File: src/sv/fqd_pkg.sv
// Package for the FIFO queue with delete-by-value block.
// Holds the default sizes, the command codes and the status codes; no dependencies.
`default_nettype none

package fqd_pkg;

  localparam int unsigned DEPTH_DEF       = 16;
  localparam int unsigned VALUE_WIDTH_DEF = 32;

  localparam int unsigned CMD_W = 2;

  // Command code 3 has no meaning and is answered with an error.
  typedef enum logic [CMD_W-1:0] {
    CMD_ENQ = 2'd0,
    CMD_DEQ = 2'd1,
    CMD_DEL = 2'd2
  } cmd_t;

  localparam logic STATUS_OK  = 1'b0;
  localparam logic STATUS_ERR = 1'b1;

endpackage

`default_nettype wire

File: src/sv/fifo_queue_with_delete_unit.sv
// Top level of the FIFO queue with delete-by-value block.
// Depends on fqd_pkg for sizes, command codes and status codes.
//
// Usage:
// Commands arrive on the slave stream (s_tvalid, s_tready, s_tdata). Each
// transfer carries a command (enqueue, dequeue or delete) and a value. Every
// command produces exactly one result transfer on the master stream
// (m_tvalid, m_tready, m_tdata) with a status bit, the dequeued value (zero
// unless a dequeue succeeded) and the queue length after the command.
// The block works on one command at a time: s_tready is high only while the
// sequencer is idle. Entries live in a single-port-write, registered-read
// memory used as a ring with a head pointer, and two address adders (read
// and write side) and one value comparator are reused on every cycle.
// An enqueue and the immediate errors go straight to the finish step; a dequeue
// reads the head entry first. A delete runs a one-entry-per-cycle memory scan
// that finds the oldest match and, when one is removed, a one-entry-per-cycle
// copy that closes the gap behind it.
// The result sits in an output register; while the receiver stalls, the sequencer can
// still take the next command, but holds in its finish step until that register is free.
// Reset (rst, synchronous) empties the queue and drops any pending result;
// the memory is not cleared, since only written entries are ever read.
`default_nettype none

module fifo_queue_with_delete_unit #(
  parameter int unsigned DEPTH       = fqd_pkg::DEPTH_DEF,
  parameter int unsigned VALUE_WIDTH = fqd_pkg::VALUE_WIDTH_DEF
) (
  input  wire logic clk,
  input  wire logic rst,
  input  wire logic s_tvalid,
  output logic      s_tready,
  // Fields from bit 0 up: cmd, item_value, zero fill.
  input  wire logic [((fqd_pkg::CMD_W + VALUE_WIDTH + 7) / 8) * 8 - 1:0] s_tdata,
  output logic      m_tvalid,
  input  wire logic m_tready,
  // Fields from bit 0 up: status, out_value, length, zero fill.
  output logic [((1 + VALUE_WIDTH + $clog2(DEPTH + 1) + 7) / 8) * 8 - 1:0] m_tdata
);

  localparam int unsigned PTR_W  = $clog2(DEPTH);
  localparam int unsigned LEN_W  = $clog2(DEPTH + 1);
  localparam int unsigned CMD_W  = fqd_pkg::CMD_W;
  localparam int unsigned OUT_W  = 1 + VALUE_WIDTH + LEN_W;
  localparam int unsigned OUT_TW = ((OUT_W + 7) / 8) * 8;

  typedef enum logic [2:0] {
    ST_IDLE,
    ST_DEQ_RD,
    ST_DEQ_DATA,
    ST_SCAN,
    ST_SHIFT,
    ST_FINISH
  } state_t;

  state_t state;

  // Queue bookkeeping.
  logic [PTR_W-1:0] head;
  logic [LEN_W-1:0] count;

  // Sequencer working registers.
  logic [LEN_W-1:0]       idx;
  logic [LEN_W-1:0]       cmp_pos;
  logic                   cmp_valid;
  logic [LEN_W-1:0]       wpos;
  logic                   wr_valid;
  logic [VALUE_WIDTH-1:0] val;
  logic                   res_status;
  logic [VALUE_WIDTH-1:0] res_value;

  // Entry memory.
  logic [VALUE_WIDTH-1:0] mem [DEPTH];
  logic [VALUE_WIDTH-1:0] rd_data;
  logic                   rd_en;
  logic [PTR_W-1:0]       rd_addr;
  logic                   wr_en;
  logic [PTR_W-1:0]       wr_addr;
  logic [VALUE_WIDTH-1:0] wr_data;

  // Input fields.
  logic [CMD_W-1:0]       in_cmd;
  logic [VALUE_WIDTH-1:0] in_value;
  logic                   accept;
  logic                   enq_ok;
  logic                   match;
  logic [PTR_W-1:0]       head_inc;

  // Maps a logical position (0 is the oldest entry) to a memory address.
  function automatic logic [PTR_W-1:0] phys(input logic [PTR_W-1:0] base,
                                            input logic [LEN_W-1:0] off);
    logic [LEN_W:0] sum;
    sum = (LEN_W + 1)'(base) + (LEN_W + 1)'(off);
    if (sum >= (LEN_W + 1)'(DEPTH)) begin
      sum = sum - (LEN_W + 1)'(DEPTH);
    end
    return sum[PTR_W-1:0];
  endfunction

  assign in_cmd   = s_tdata[CMD_W-1:0];
  assign in_value = s_tdata[CMD_W +: VALUE_WIDTH];
  assign s_tready = (state == ST_IDLE);
  assign accept   = s_tvalid && s_tready;
  assign enq_ok   = (in_value != '0) && (count < LEN_W'(DEPTH));
  assign match    = cmp_valid && (rd_data == val);
  assign head_inc = (head == PTR_W'(DEPTH - 1)) ? '0 : head + 1'b1;

  // The read port always follows the position counter. The write port takes
  // the incoming value on an accepted enqueue and the copied entry while a
  // delete closes its gap.
  always_comb begin
    rd_addr = phys(head, idx);
    rd_en   = 1'b0;
    unique case (state)
      ST_DEQ_RD:        rd_en = 1'b1;
      ST_SCAN, ST_SHIFT: rd_en = (idx < count);
      default:          rd_en = 1'b0;
    endcase
    if (state == ST_SHIFT) begin
      wr_en   = wr_valid;
      wr_addr = phys(head, wpos);
      wr_data = rd_data;
    end else begin
      wr_en   = accept && (in_cmd == CMD_W'(fqd_pkg::CMD_ENQ)) && enq_ok;
      wr_addr = phys(head, count);
      wr_data = in_value;
    end
  end

  always_ff @(posedge clk) begin
    if (wr_en) begin
      mem[wr_addr] <= wr_data;
    end
    if (rd_en) begin
      rd_data <= mem[rd_addr];
    end
  end

  always_ff @(posedge clk) begin
    if (rst) begin
      state     <= ST_IDLE;
      head      <= '0;
      count     <= '0;
      m_tvalid  <= 1'b0;
      cmp_valid <= 1'b0;
      wr_valid  <= 1'b0;
    end else begin
      // The finish step drives the valid flag itself.
      if (m_tvalid && m_tready && state != ST_FINISH) begin
        m_tvalid <= 1'b0;
      end
      unique case (state)
        ST_IDLE: begin
          if (accept) begin
            val       <= in_value;
            idx       <= '0;
            cmp_valid <= 1'b0;
            res_value <= '0;
            unique case (in_cmd)
              CMD_W'(fqd_pkg::CMD_ENQ): begin
                res_status <= enq_ok ? fqd_pkg::STATUS_OK : fqd_pkg::STATUS_ERR;
                if (enq_ok) begin
                  count <= count + 1'b1;
                end
                state <= ST_FINISH;
              end
              CMD_W'(fqd_pkg::CMD_DEQ): begin
                res_status <= fqd_pkg::STATUS_ERR;
                state      <= (count != '0) ? ST_DEQ_RD : ST_FINISH;
              end
              CMD_W'(fqd_pkg::CMD_DEL): begin
                res_status <= fqd_pkg::STATUS_ERR;
                state      <= (in_value != '0 && count != '0) ? ST_SCAN : ST_FINISH;
              end
              default: begin
                res_status <= fqd_pkg::STATUS_ERR;
                state      <= ST_FINISH;
              end
            endcase
          end
        end
        ST_DEQ_RD: begin
          state <= ST_DEQ_DATA;
        end
        ST_DEQ_DATA: begin
          res_value  <= rd_data;
          res_status <= fqd_pkg::STATUS_OK;
          head       <= head_inc;
          count      <= count - 1'b1;
          state      <= ST_FINISH;
        end
        ST_SCAN: begin
          // One read is issued per cycle; its data is compared in the following cycle.
          priority if (match) begin
            idx      <= cmp_pos + 1'b1;
            wr_valid <= 1'b0;
            state    <= ST_SHIFT;
          end else if (idx < count) begin
            cmp_pos   <= idx;
            cmp_valid <= 1'b1;
            idx       <= idx + 1'b1;
          end else begin
            state <= ST_FINISH;
          end
        end
        ST_SHIFT: begin
          // Each entry behind the match moves one place toward the head.
          if (idx < count) begin
            wpos     <= idx - 1'b1;
            wr_valid <= 1'b1;
            idx      <= idx + 1'b1;
          end else begin
            wr_valid   <= 1'b0;
            count      <= count - 1'b1;
            res_status <= fqd_pkg::STATUS_OK;
            state      <= ST_FINISH;
          end
        end
        ST_FINISH: begin
          if (!m_tvalid || m_tready) begin
            m_tvalid <= 1'b1;
            m_tdata  <= OUT_TW'({count, res_value, res_status});
            state    <= ST_IDLE;
          end
        end
        default: begin
          state <= ST_IDLE;
        end
      endcase
    end
  end

endmodule

`default_nettype wire

File: config.mk
export PLATFORM = sky130hd
export DESIGN_NAME = fifo_queue_with_delete_unit
export DESIGN_NICKNAME = d
export VERILOG_FILES = /design/src/sv/fqd_pkg.sv /design/src/sv/fifo_queue_with_delete_unit.sv
export SDC_FILE = /design/constraint.sdc
export NUM_CORES = 1
export LEC_CHECK = 0
export CORE_MARGIN = 2
export CORE_UTILIZATION = 35
export DETAILED_ROUTE_END_ITERATION = 10
export DONT_BUFFER_PORTS = 1
export MAX_ROUTING_LAYER = met4
export SKIP_CTS_REPAIR_TIMING = 1
export SYNTH_ARGS = -nofsm -noshare
export SYNTH_HDL_FRONTEND = slang
export SYNTH_SLANG_ARGS = --single-unit
File: constraint.sdc
create_clock -name clk -period 7.9 [get_ports clk]
set_input_delay 1.185 -clock clk [delete_from_list [all_inputs] [get_ports clk]]
set_output_delay 1.185 -clock clk [all_outputs]
set_load 0.1 [all_outputs]
==> flow_metrics.env, run 1 <==
export IMPL_status="finished clean"
export IMPL_htree_num_levels=3
export IMPL_viasPerCell=5.32
export IMPL_fin_crit_ps=4420
export IMPL_critical_path_class="flop to flop"
export IMPL_ys_types=54
export IMPL_setup_tns_ps=0
export IMPL_dp_hpwl_mm=33.2
export IMPL_synth_seq_cells=676
export IMPL_wl_per_cell_microns=24.7
export IMPL_crit_fanout=29
export IMPL_wl_met1_mm=24.4
export IMPL_syn_cell_area_sq_um=26700
export IMPL_start_util=0.352
export IMPL_finalNetCount=1525
export IMPL_totalWireLength_mm=61.2
export IMPL_p_leak_nw=9.64
export IMPL_grt_pass1_vias=13565
export IMPL_numCtsBuffers=66
export IMPL_hold_violations=0
export IMPL_dp_worst_setup_slack_ps=2890
export IMPL_drive_above_1_share=0.191
export IMPL_coreArea_sq_um=75700
export IMPL_fp_dieH_microns=280
export IMPL_grt_start_max_net_pins=129
export IMPL_syn_area_per_cell_sq_um=18.7
export IMPL_layout_setup_ws_ps=3480
export IMPL_cts_sinks=676
export IMPL_crit_family="simple AND/OR/NAND/NOR gates"
export IMPL_yosys_warnings=0
export IMPL_setup_violations=0
export IMPL_top_layer="met4"
export IMPL_wl_met2_mm=31.3
export IMPL_cap_violations=0
export IMPL_ioPinCount=86
export IMPL_syn2layout_area_growth_pct=12.9
export IMPL_gp_congestion=0.841
export IMPL_synthArstFlopShare=0
export IMPL_ant_nets=0
export IMPL_grt_pass1_wl_mm=90.5
export IMPL_wl_met3_mm=3.61
export IMPL_synth_edff_count=661
export IMPL_tightest_slew_ps=1250
export IMPL_syn_inst=1425
export IMPL_root_buffer="clkbuf_16"
export IMPL_ir_drop_mv=0.262
export IMPL_final_core_util=0.398
export IMPL_hp_class="flop to flop"
export IMPL_dieArea_sq_um=78400
export IMPL_die_x_microns=280
export IMPL_power_density_nw_per_um2=345
export IMPL_worst_path_buf_inv=1
export IMPL_worstPathRequired_ps=8120
export IMPL_slew_headroom=0.169
export IMPL_critical_path_arrival_ps=4640
export IMPL_first_pass_iters=5
export IMPL_diodes=0
export IMPL_cts_tree="built"
export IMPL_first_iter_violations=1188
export IMPL_overflow=0
export IMPL_finalClockSkew_ps=21.8
export IMPL_clockBufferDepth=3
export IMPL_placement_rows=101
export IMPL_finalMaxSlewViolations=0
export IMPL_critPathCaptureType="flop"
export IMPL_seq_area_frac_synth=0.756
export IMPL_cpPeakStageDelay_ps=860
export IMPL_clock_latency_ps=600
export IMPL_grt_antenna_before_repair=0
export IMPL_critPathSlowestCell="nor3b_4"
export IMPL_synth_ff_type="edfxtp_1"
export IMPL_max_freq_ghz=0.226
export IMPL_worstSetupStartpointType="flop"
export IMPL_rsz0062_at_grt="false"
export IMPL_place_port_buffers=0
export IMPL_path_cells="nor3b_4 -> nor2_1 -> a21o_1 -> ha_1 -> a21o_1 -> a21oi_1 -> xnor2_1 -> xnor2_1 -> nand2_1 -> nor3_2 -> buf_4"
export IMPL_post_route_drc_count=0
export IMPL_clkTransAtPathRegs_ps=70
export IMPL_fill_cells=6685
export IMPL_dr_total_vias=13181
export IMPL_grt_use_total=0.164
export IMPL_fin_crit_sh=0.559
## power breakdown
part	internal, mW	switching, mW	total [mW]
Clock	1.75	1.29	3.04
Combinational	0.907	1.60	2.51
Sequential	4.58	0.242	4.82
Total	7.24	3.13	10.4
## cell usage after synthesis, drive strengths merged (2+ instances only)
master | number | share of area
or3 | 2 | 0.00047
a31oi | 35 | 0.0082
o31ai | 2 | 0.00075
dfxtp | 15 | 0.011
mux4 | 128 | 0.11
and2 | 33 | 0.0077
a21oi | 15 | 0.0028
mux2i | 3 | 0.0011
inv | 17 | 0.0024
nand4 | 12 | 0.0028
nor2 | 19 | 0.0027
ha | 20 | 0.0094
nor2b | 2 | 0.00047
a211oi | 33 | 0.0093
a21o | 7 | 0.0020
clkbuf | 40 | 0.0056
nand2b | 3 | 0.00070
a31o | 2 | 0.00066
buf | 29 | 0.0063
o21ai | 4 | 0.00075
a32oi | 2 | 0.00066
and3 | 33 | 0.0077
nor4 | 19 | 0.0053
edfxtp | 661 | 0.74
o211ai | 3 | 0.0010
o2111ai | 2 | 0.00066
xnor2 | 26 | 0.0085
fa | 3 | 0.0023
o22ai | 5 | 0.0012
xor2 | 30 | 0.0099
nor3 | 16 | 0.0030
nand2 | 186 | 0.026
nand3 | 5 | 0.00094
## worst register-to-register path, stage by stage, from the launching register on
cell     delay, ps
dfxtp_1        570
nor3b_4        860
nor2_1         100
a21o_1         210
ha_1           280
a21o_1         150
a21oi_1        190
xnor2_1        200
xnor2_1        180
nand2_1        190
nor3_2         450
buf_4          620
## layout by cell type (no fill, tap or decap), types with 4 or more instances in the layout
cell type / netlist / layout
and2_1: 30 / 30
buf_4: 10 / 30
inv_1: 17 / 17
nor2_1: 19 / 16
clkinv_1: 1 / 11
clkinv_2: 0 / 7
nand4_1: 12 / 12
bufinv_16: 0 / 5
o21ai_0: 4 / 4
clkinvlp_4: 0 / 4
edfxtp_1: 661 / 661
clkbuf_1: 40 / 10
xnor2_1: 26 / 24
nor4_1: 17 / 13
mux4_2: 128 / 128
a31oi_1: 35 / 35
o22ai_1: 5 / 5
nor4_2: 1 / 4
clkbuf_16: 0 / 69
xor2_1: 30 / 29
a21oi_1: 15 / 15
nand3_1: 5 / 5
ha_1: 20 / 19
a211oi_1: 33 / 33
a21o_1: 7 / 7
nand2_1: 186 / 186
dfxtp_1: 15 / 15
and3_1: 33 / 33
nor3_2: 0 / 13
## layer usage
| layer | GRT usage | vias to the layer above |
|---|---|---|
| met3 | 0.0274 | 90 |
| met1 | 0.199 | 6932 |
| met2 | 0.275 | 420 |
| met4 | 0.0621 | 0 |
| li1 | - | 5739 |
| met5 | - | - |
## path summary, 6_finish.rpt
| path | startpoint | to | slack [ps] | cells past startpoint |
|---|---|---|---|---|
| max | state[2]$_SDFFE_PP0P_ | mem[8][29]$_DFFE_PP_ | 3480 | 11 |
| max reg2reg | state[2]$_SDFFE_PP0P_ | mem[8][29]$_DFFE_PP_ | 3480 | 11 |
| min reg2reg | res_value[12]$_SDFFCE_PP0P_ | m_tdata[13]$_DFFE_PP_ | 410 | 0 |
| min | res_value[12]$_SDFFCE_PP0P_ | m_tdata[13]$_DFFE_PP_ | 410 | 0 |
## layout make-up
| class | count | area, sq um | area share |
|---|---|---|---|
| flip-flops and latches | 676 | 20100 | 0.669 |
| multi-input cells | 663 | 6310 | 0.210 |
| clock buffers | 79 | 1760 | 0.0586 |
| well taps | 978 | 1220 | 0.0407 |
| clock inverters | 31 | 297 | 0.00985 |
| repair buffers | 33 | 293 | 0.00973 |
| inverters | 18 | 67.6 | 0.00224 |
## flip-flops by register name, indices dropped and copies added (netlist names), 4 cells and up
| name | count |
|---|---|
| cmp_pos | 5 |
| count | 5 |
| head | 4 |
| idx | 5 |
| m_tdata | 38 |
| mem | 512 |
| rd_data | 32 |
| res_value | 32 |
| val | 32 |
| wpos | 4 |
## logic make-up (layout without fill, tap and decap cells)
group                    Yosys count  after routing  synth area share
XOR/XNOR                          56             56            0.0184
other                              1              2          0.000141
buffers and inverters             87            161            0.0145
AND/OR/NAND/NOR                  332            332            0.0590
multiplexers                     131            131             0.109
adder cells (fa/ha/maj)           23             23            0.0116
flip-flops                       676            676             0.756
AO/OA/AOI/OAI                    119            119            0.0311
## through the flow
step	hold WS (ps)	instances	area, sq um	power (mW)
after floorplan	400	1426	26700	6.60
after global placement	406	2368	28000	7.38
after CTS	418	2478	30100	10.5
final	414	2478	30100	10.4
after detailed placement	405	2368	28000	7.43
after global routing	426	2478	30100	10.8
Power figures use the tool's default switching activity.
==> run 2, diff against run 1 <==
Clock period 7.9 ns to 4.3 ns, I/O delays scaled along.
==> run 2 against run 1 <==
  * Sequential share of layout area decreased by 1.3 points
  * Flip-flop and latch count unchanged
  * Total power increased by 90%
  * Clock-buffer cell count decreased by 3
  * Critical path depth unchanged
  * Cell count increased by 1.3%
  * Via count increased by 2.0%
  * Sequential power increased by 84%
  * Hold slack got worse by 300 ps
  * Global-route usage increased by 0.16 points
  * Fmax increased by 11%
  * Largest power group unchanged
==> flow_metrics.env, run 2 (same netlist as run 1, synthesis figures left out) <==
export IMPL_clockBufferDepth=3
export IMPL_dieArea_sq_um=78400
export IMPL_status="finished clean"
export IMPL_setup_violations=0
export IMPL_crit_fanout=19
export IMPL_root_buffer="clkbuf_16"
export IMPL_p_leak_nw=9.98
export IMPL_finalClockSkew_ps=21.0
export IMPL_r2r_start="state[0]$_SDFFE_PP0P_"
export IMPL_viasPerCell=5.35
export IMPL_ant_nets=0
export IMPL_power_density_nw_per_um2=642
export IMPL_layout_cells_non_filler=2511
export IMPL_dp_hpwl_mm=35.5
export IMPL_top_regs="mem x512, m_tdata x38"
export IMPL_largest_reg_flops=512
export IMPL_critical_path_class="flop to flop"
export IMPL_dp_cells=2390
export IMPL_syn2layout_area_growth_pct=15.1
export IMPL_place_port_buffers=0
export IMPL_cap_violations=0
export IMPL_final_cell_mix="661 x edfxtp_1, 186 x nand2_1, 128 x mux4_2"
export IMPL_path_cells="nor3b_4 -> buf_4 -> nand2_1 -> o21ai_0 -> ha_1 -> a21oi_1 -> xnor2_1 -> xnor2_1 -> nand2_1 -> nor3_4 -> buf_12"
export IMPL_gp_congestion=0.824
export IMPL_worstSetupStartpointType="flop"
export IMPL_final_core_util=0.405
export IMPL_totalWireLength_mm=62.2
export IMPL_first_pass_iters=5
export IMPL_fill_cells=6597
export IMPL_grt_antenna_before_repair=1
export IMPL_grt_start_max_net_pins=65
export IMPL_rsz0062_at_grt="false"
export IMPL_overflow=0
export IMPL_post_route_drc_count=0
export IMPL_grt_use_total=0.165
export IMPL_die_x_microns=280
export IMPL_finalMaxSlewViolations=0
export IMPL_grt_pass1_vias=13617
export IMPL_fp_dieH_microns=280
export IMPL_cts_tree="built"
export IMPL_coreArea_sq_um=75700
export IMPL_crit_family="simple AND/OR/NAND/NOR gates"
export IMPL_grt_pass1_wl_mm=91.7
export IMPL_setup_tns_ps=0
export IMPL_numCtsBuffers=66
export IMPL_start_util=0.352
export IMPL_finalNetCount=1547
export IMPL_final_common_cell="edfxtp_1"
export IMPL_endpoint="mem[15][28]$_DFFE_PP_"
export IMPL_first_iter_violations=1240
export IMPL_cts_sinks=676
export IMPL_fin_crit_sh=0.924
export IMPL_dr_total_vias=13445
export IMPL_max_freq_ghz=0.252
export IMPL_ir_drop_mv=0.327
export IMPL_r2r_cells=11
export IMPL_critical_path_arrival_ps=4260
export IMPL_hold_violations=0
export IMPL_clkTransAtPathRegs_ps=60
export IMPL_critPathCaptureType="flop"
export IMPL_clock_latency_ps=610
export IMPL_fin_crit_ps=3970
export IMPL_worst_path_buf_inv=2
export IMPL_cp_depth=11
export IMPL_regMostFlops="mem"
export IMPL_slew_headroom=0.187
export IMPL_placement_rows=101
export IMPL_rrSetupSlack_ps=330
export IMPL_worstPathRequired_ps=4590
export IMPL_diodes=0
export IMPL_crit_start="state[0]$_SDFFE_PP0P_"
export IMPL_r2r_end="mem[15][28]$_DFFE_PP_"
export IMPL_wl_per_cell_microns=24.8
export IMPL_drive_above_1_share=0.205
export IMPL_cpPeakStageDelay_ps=1040
export IMPL_critPathSlowestCell="nor3_4"
export IMPL_hp_class="input port to flop"
export IMPL_ioPinCount=86
export IMPL_tightest_slew_ps=1220
export IMPL_htree_num_levels=3
## run 2: cell count changes in the layout (fill, tap and decap cells not counted), moves of 6 or more
cell,before,now
buf_12,2,15
buf_4,30,40
bufinv_16,5,11
clkinv_1,11,18
nor3_2,13,3
nor3_4,0,10
## run 2: per-layer routing
layer  track usage  part of all wire  up-vias  routed length, microns
met5             -                 0        -                       0
met4        0.0521             0.021        0                    1320
met3        0.0274             0.059       66                    3690
met2         0.275              0.51      439                   31600
met1         0.208              0.41     7146                   25600
li1              -                 -     5794                       -
## run 2: how the worst min path moves through the flow
stage / from / to / slack, ps / depth (start not counted)
after CTS: rst / count[4]$_SDFFE_PP0P_ / 80 / 1
after global placement: res_value[13]$_SDFFCE_PP0P_ / m_tdata[14]$_DFFE_PP_ / 400 / 0
after floorplan: res_status$_SDFFCE_PN0P_ / m_tdata[0]$_DFFE_PP_ / 400 / 0
after detailed placement: res_value[13]$_SDFFCE_PP0P_ / m_tdata[14]$_DFFE_PP_ / 400 / 0
after global routing: rst / m_tvalid$_SDFF_PP0_ / 90 / 1
final: rst / m_tvalid$_SDFF_PP0_ / 110 / 1
## run 2: report_power, final
group	internal, mW	switching (mW)
registers	8.41	0.452
logic	1.77	3.07
clock network	3.57	2.44
## run 2: per-stage QoR
step / cell area (sq um) / total power [mW] / setup WS, ps / hold slack, ps
global route: 30700 / 20.5 / 139 / 92.4
global placement: 28400 / 13.8 / 463 / 402
detailed placement: 28400 / 13.9 / 357 / 405
floorplan: 26700 / 12.2 / -893 / 400
CTS: 30700 / 19.9 / 330 / 81.2
finish: 30700 / 19.7 / 325 / 110
## run 2: cell type report
type | count | area, sq um | area share
sequential | 676 | 20100 | 0.657
multi-input combinational | 663 | 6390 | 0.208
clock buffer | 76 | 1730 | 0.0564
tap | 978 | 1220 | 0.0399
timing repair buffer | 55 | 601 | 0.0196
clock inverter | 45 | 528 | 0.0172
inverter | 18 | 67.6 | 0.00220
